==> config.mk <==
export PLATFORM = sky130hd
export DESIGN_NAME = vdm_controller
export DESIGN_NICKNAME = d
export VERILOG_FILES = /design/src/rtl/vdm_pkg.sv /design/src/rtl/vdm_controller.sv
export SDC_FILE = /design/constraint.sdc
export NUM_CORES = 1
export LEC_CHECK = 0
export BUFFER_PORTS_ARGS = -buffer_cell sky130_fd_sc_hd__buf_2
export CELL_PAD_IN_SITES_DETAIL_PLACEMENT = 1
export CELL_PAD_IN_SITES_GLOBAL_PLACEMENT = 1
export CORE_MARGIN = 1
export CORE_UTILIZATION = 39
export CTS_BUF_LIST = sky130_fd_sc_hd__clkbuf_4
export DETAILED_ROUTE_END_ITERATION = 8
export PLACE_DENSITY = 0.83
export SYNTH_ARGS = -nofsm -noshare
export SYNTH_HDL_FRONTEND = slang
export SYNTH_SLANG_ARGS = --single-unit
export TNS_END_PERCENT = 100
==> constraint.sdc <==
create_clock -name clk -period 2.2 [get_ports clk]
set_input_delay 0.44 -clock clk [delete_from_list [all_inputs] [get_ports clk]]
set_output_delay 0.44 -clock clk [all_outputs]
set_load 0.05 [all_outputs]
==> src/rtl/vdm_pkg.sv <==
`timescale 1ns / 1ps
// ----------------------------------------------------------------------------
// vdm_pkg
// Shared widths, metric codes and controller/datapath command and status types.
// ----------------------------------------------------------------------------
package vdm_pkg;

    localparam int ELEM_W = 16;
    localparam int DOT_W  = 42;
    localparam int NORM_W = 41;
    localparam int SQD_W  = 44;
    localparam int ABSD_W = 27;
    localparam int MAXD_W = 17;
    localparam int DIST_W = 48;
    localparam int PROD_W = 2 * NORM_W;
    localparam int ROOT_W = 43;
    localparam int ROOT_CNT_W = 6;
    localparam int NUM_W  = DOT_W + 17;
    localparam int QUO_W  = NUM_W;
    localparam int DIV_CNT_W = 6;
    localparam int MUL_CNT_W = 2;

    typedef enum logic [2:0] {
        MET_SQL2 = 3'd0,
        MET_L2   = 3'd1,
        MET_L1   = 3'd2,
        MET_COS  = 3'd3,
        MET_CHEB = 3'd4
    } metric_t;

    typedef struct packed {
        logic accumulate;
        logic snapshot;
        logic mul_step;
        logic root_load;
        logic root_step;
        logic div_load;
        logic div_step;
        logic emit;
    } vdm_cmd_t;

    typedef struct packed {
        logic mul_done;
        logic root_done;
        logic div_done;
        logic root_zero;
    } vdm_sts_t;

endpackage

==> src/rtl/vdm_controller.sv <==
`timescale 1ns / 1ps
// ----------------------------------------------------------------------------
// vdm_controller
// Sequences accumulation, multiply, root, divide and result hand-off.
// ----------------------------------------------------------------------------
module vdm_controller (
    input  logic               clk,
    input  logic               rst_n,
    input  logic               in_valid,
    output logic               in_ready,
    input  logic               last_pair,
    input  logic [2:0]         metric_select,
    output logic               out_valid,
    input  logic               out_ready,
    output vdm_pkg::vdm_cmd_t  cmd,
    input  vdm_pkg::vdm_sts_t  sts
);
    import vdm_pkg::*;

    typedef enum logic [6:0] {
        S_ACC  = 7'b0000001,
        S_MUL  = 7'b0000010,
        S_RLD  = 7'b0000100,
        S_ROOT = 7'b0001000,
        S_DIV  = 7'b0010000,
        S_DIVW = 7'b0100000,
        S_OUT  = 7'b1000000
    } state_t;

    state_t     state_reg, state_next;
    logic [2:0] met_reg;
    logic       ov_reg, ov_next;
    logic       acc;

    assign in_ready  = (state_reg == S_ACC);
    assign acc       = in_valid && in_ready;
    assign out_valid = ov_reg;

    always_comb
    begin
        cmd = '0;
        cmd.accumulate = acc;
        cmd.snapshot   = acc && last_pair;
        state_next = state_reg;
        ov_next    = ov_reg && !out_ready;
        case (state_reg)
            S_ACC:
            begin
                if (acc && last_pair)
                begin
                    if (metric_select == MET_COS)
                        state_next = S_MUL;
                    else if (metric_select == MET_L2)
                        state_next = S_RLD;
                    else
                        state_next = S_OUT;
                end
            end
            S_MUL:
            begin
                cmd.mul_step = 1'b1;
                if (sts.mul_done)
                    state_next = S_RLD;
            end
            S_RLD:
            begin
                cmd.root_load = 1'b1;
                state_next = S_ROOT;
            end
            S_ROOT:
            begin
                cmd.root_step = 1'b1;
                if (sts.root_done)
                    state_next = (met_reg == MET_COS && !sts.root_zero) ? S_DIV : S_OUT;
            end
            S_DIV:
            begin
                cmd.div_load = 1'b1;
                state_next = S_DIVW;
            end
            S_DIVW:
            begin
                cmd.div_step = 1'b1;
                if (sts.div_done)
                    state_next = S_OUT;
            end
            S_OUT:
            begin
                if (!ov_reg || out_ready)
                begin
                    cmd.emit   = 1'b1;
                    ov_next    = 1'b1;
                    state_next = S_ACC;
                end
            end
            default: state_next = S_ACC;
        endcase
    end

    always_ff @(posedge clk or negedge rst_n)
    begin
        if (!rst_n)
        begin
            state_reg <= S_ACC;
            ov_reg    <= 1'b0;
            met_reg   <= '0;
        end
        else
        begin
            state_reg <= state_next;
            ov_reg    <= ov_next;
            if (acc && last_pair)
                met_reg <= metric_select;
        end
    end

    a_ready_idle: assert property (@(posedge clk) disable iff (!rst_n)
        in_ready |-> state_reg == S_ACC)
        else $error("ready outside accumulate");
    a_emit_free: assert property (@(posedge clk) disable iff (!rst_n)
        cmd.emit |-> !ov_reg || out_ready)
        else $error("result overwritten");
    a_out_next: assert property (@(posedge clk) disable iff (!rst_n)
        cmd.emit |=> out_valid)
        else $error("result not shown");
endmodule
==> flow_summary.yaml <==
pwr:
  power.density_nw_per_um2: 1140
  total_leakage_power_nw: 0.484
  pwr-share-seq_pct: 26.9
  power.total_mw: 1.21
  p_sw_mw: 0.519
  comb_power_share_pct: 60.6
  p_sw_share_pct: 42.8
  p_int_mw: 0.694
  power.share.clock_pct: 12.5
  peakVddDrop_mv: 0.785
logic_synthesis:
  synth-main-ff-cell: "dfrtp_1"
  synthTopCellsByArea: "dfrtp_1, mux2_4, nor4_2"
  synth.most_common_cell: "dfrtp_1"
  synthesis.area_um2: 749
  synth_async_sr_flop_share_pct: 100
  ys.warnings.count: 0
  synth_edf_count: 0
  ys_seq_area_share_pct: 36.9
  synth_top_cells_by_count: "dfrtp_1, nor2_1, nand2_1"
  yosys.area.top_type: "dfrtp_1"
  ys_types: 36
  yosys.area.top_type_share_pct: 33.4
  synth_seq_cells: 11
  syn_nets: 87
  synthCells: 75
  avgSynthCellArea_um2: 9.99
placement:
  numPortBuffers: 21
  preCtsSetupSlack_ns: 0.104
  place_congestion: 0.873
  hpwlAfterDp_mm: 1.54
sta:
  worst_slack_ns: -0.0164
  finalHoldViolCount: 0
  final_max_slew_viol_count: 0
  skew_ns: 0.00412
  finalSetupTns_ns: -0.0164
  period_needed_ns: 2.22
  slew_headroom_pct: 69.9
  finalSetupViolCount: 1
  holdWs_ns: 0.0359
  fin_crit_sh_pct: 101
  clock.fmax_ghz: 0.451
  rsz0062_at_grt: "true"
  worst_pin_slew_ns: 0.446
detailed_routing:
  drc: 0
  antenna_left: 0
  first_pass_iters: 4
  wl_mm: 2.29
  via_per_inst: 5.43
  wl_per_cell_um: 17.4
  drt-initial-drc-count: 13
  vias: 717
worst_setup_path:
  worstReg2RegEnd: "state_reg[6]"
  path_class: "reg -> out"
  rr_startpoint: "state_reg[5]"
  r2r.worst_path.cells: 6
  worstSetupStartpointType: "flip-flop"
  r2r_setup_slack_ns: 0.27
  path_max_fanout: 7
  crit_required_ns: 1.76
  critPathCaptureType: "primary output"
  crit_arrival_ns: 1.78
outcome:
  violations: "negative setup slack"
  status: "complete, but fails checks"
layout:
  fillers: 210
  finalNetCount: 120
  areaGrowthSynthToFinish_pct: 41.6
  multiInputGateArea_um2: 480
  regArea_um2: 280
  drive_gt1_share_pct: 56.1
  largest_reg_flops: 7
  diodes: 0
cts:
  clock_path_buffers: 2
  postCtsHoldBufs: 0
  clkTransAtPathRegs_ns: 0.08
  htreeDepth: 1
  worstSkewPairLatency_ns: 0.26
  tritoncts: "yes"
  root_buffer: "clkbuf_4"
  cts.sinks: 11
  cts_made_buffers: 3
global_routing:
  grt_pass1_vias: 722
  grt_max_degree: 12
  grt_overflow_total: 0
  grt_pass1_wl_mm: 3.39
  track_usage_pct: 23.3
  antenna_found_initial: 0
floorplan:
  die_area_um2: 2100
  ios: 22
  start_util_pct: 42.5
  die_h_um: 45.8
  die_width_um: 45.8
  coreArea_um2: 1760
  std_cell_rows: 15
flow_run:
  max-cap-violations: 0
min_path:
  hp-class: "in -> async"
## kinds of logic (layout without fill, tap and decap cells)
logic type | after synthesis | after routing | synth area share, %
buf+inv | 5 | 37 | 4.34
compound gates | 11 | 11 | 10.3
mux | 5 | 5 | 8.68
xor+xnor | 1 | 1 | 1.17
simple gates | 42 | 42 | 38.6
flops | 11 | 11 | 36.9
## timing repair
item,CTS,global route
pin swaps,5,3
resized for setup,13,9
buffers inserted,4,3
setup endpoints to repair,7,6
## stage by stage
step | std cells | util, % | cell area (um2)
2_1_floorplan | 75 | - | 778
3_3_place_gp | 121 | 51.5 | 908
4_1_cts | 129 | 57.0 | 1000
5_1_grt | 132 | 60.1 | 1060
6_report | 132 | 60.1 | 1060
3_5_place_dp | 121 | 51.5 | 908
## power by group through the flow
stage | logic, mW | clock network [mW] | registers [mW]
finish | 0.735 | 0.152 | 0.326
global route | 0.770 | 0.168 | 0.334
CTS | 0.667 | 0.156 | 0.324
detailed placement | 0.584 | 0 | 0.327
global placement | 0.570 | 0 | 0.321
floorplan | 0.448 | 0 | 0.332
## worst max path at each step
stage                             from        to  slack [ns]  cells past startpoint
after CTS                 state_reg[5]    cmd[5]       -0.03                      4
after global routing      state_reg[6]  in_ready       -0.07                      4
final                     state_reg[5]    cmd[5]       -0.02                      4
after global placement    state_reg[5]    cmd[5]        0.13                      4
after floorplan           state_reg[5]    cmd[6]       -0.09                      5
after detailed placement  state_reg[5]    cmd[5]        0.10                      4
## critical path, stage by stage, from the launching register on
cell and delay (ns):
dfrtp_2 0.45, or4_4 0.53, or2_4 0.27, nor2_4 0.10
buf_8 0.15
## per-layer routing
layer	vias up	global-route usage (%)	share of wire, %
met5	-	0	0
met2	18	40.9	53
met1	355	28.6	43
met4	0	6.47	0.52
met3	2	5.16	3.2
li1	342	-	-
## area by class of cell
type,instances,share of cell area (%)
clock buffer,4,2.83
inverter,1,0.708
tap,25,2.95
multi-input combinational,59,45.3
sequential,11,26.4
timing repair buffer,32,21.8
## cells in the final DEF (no fill, tap or decap), types with 3 or more instances in the layout
master and count:
nand2_1 7, mux2_4 3, nor2_1 7, buf_4 13, buf_2 14, nand2b_1 5, buf_8 3, clkbuf_4 5
dfrtp_2 3, dfrtp_1 7, o21ai_0 3
Power figures use the tool's default switching activity.
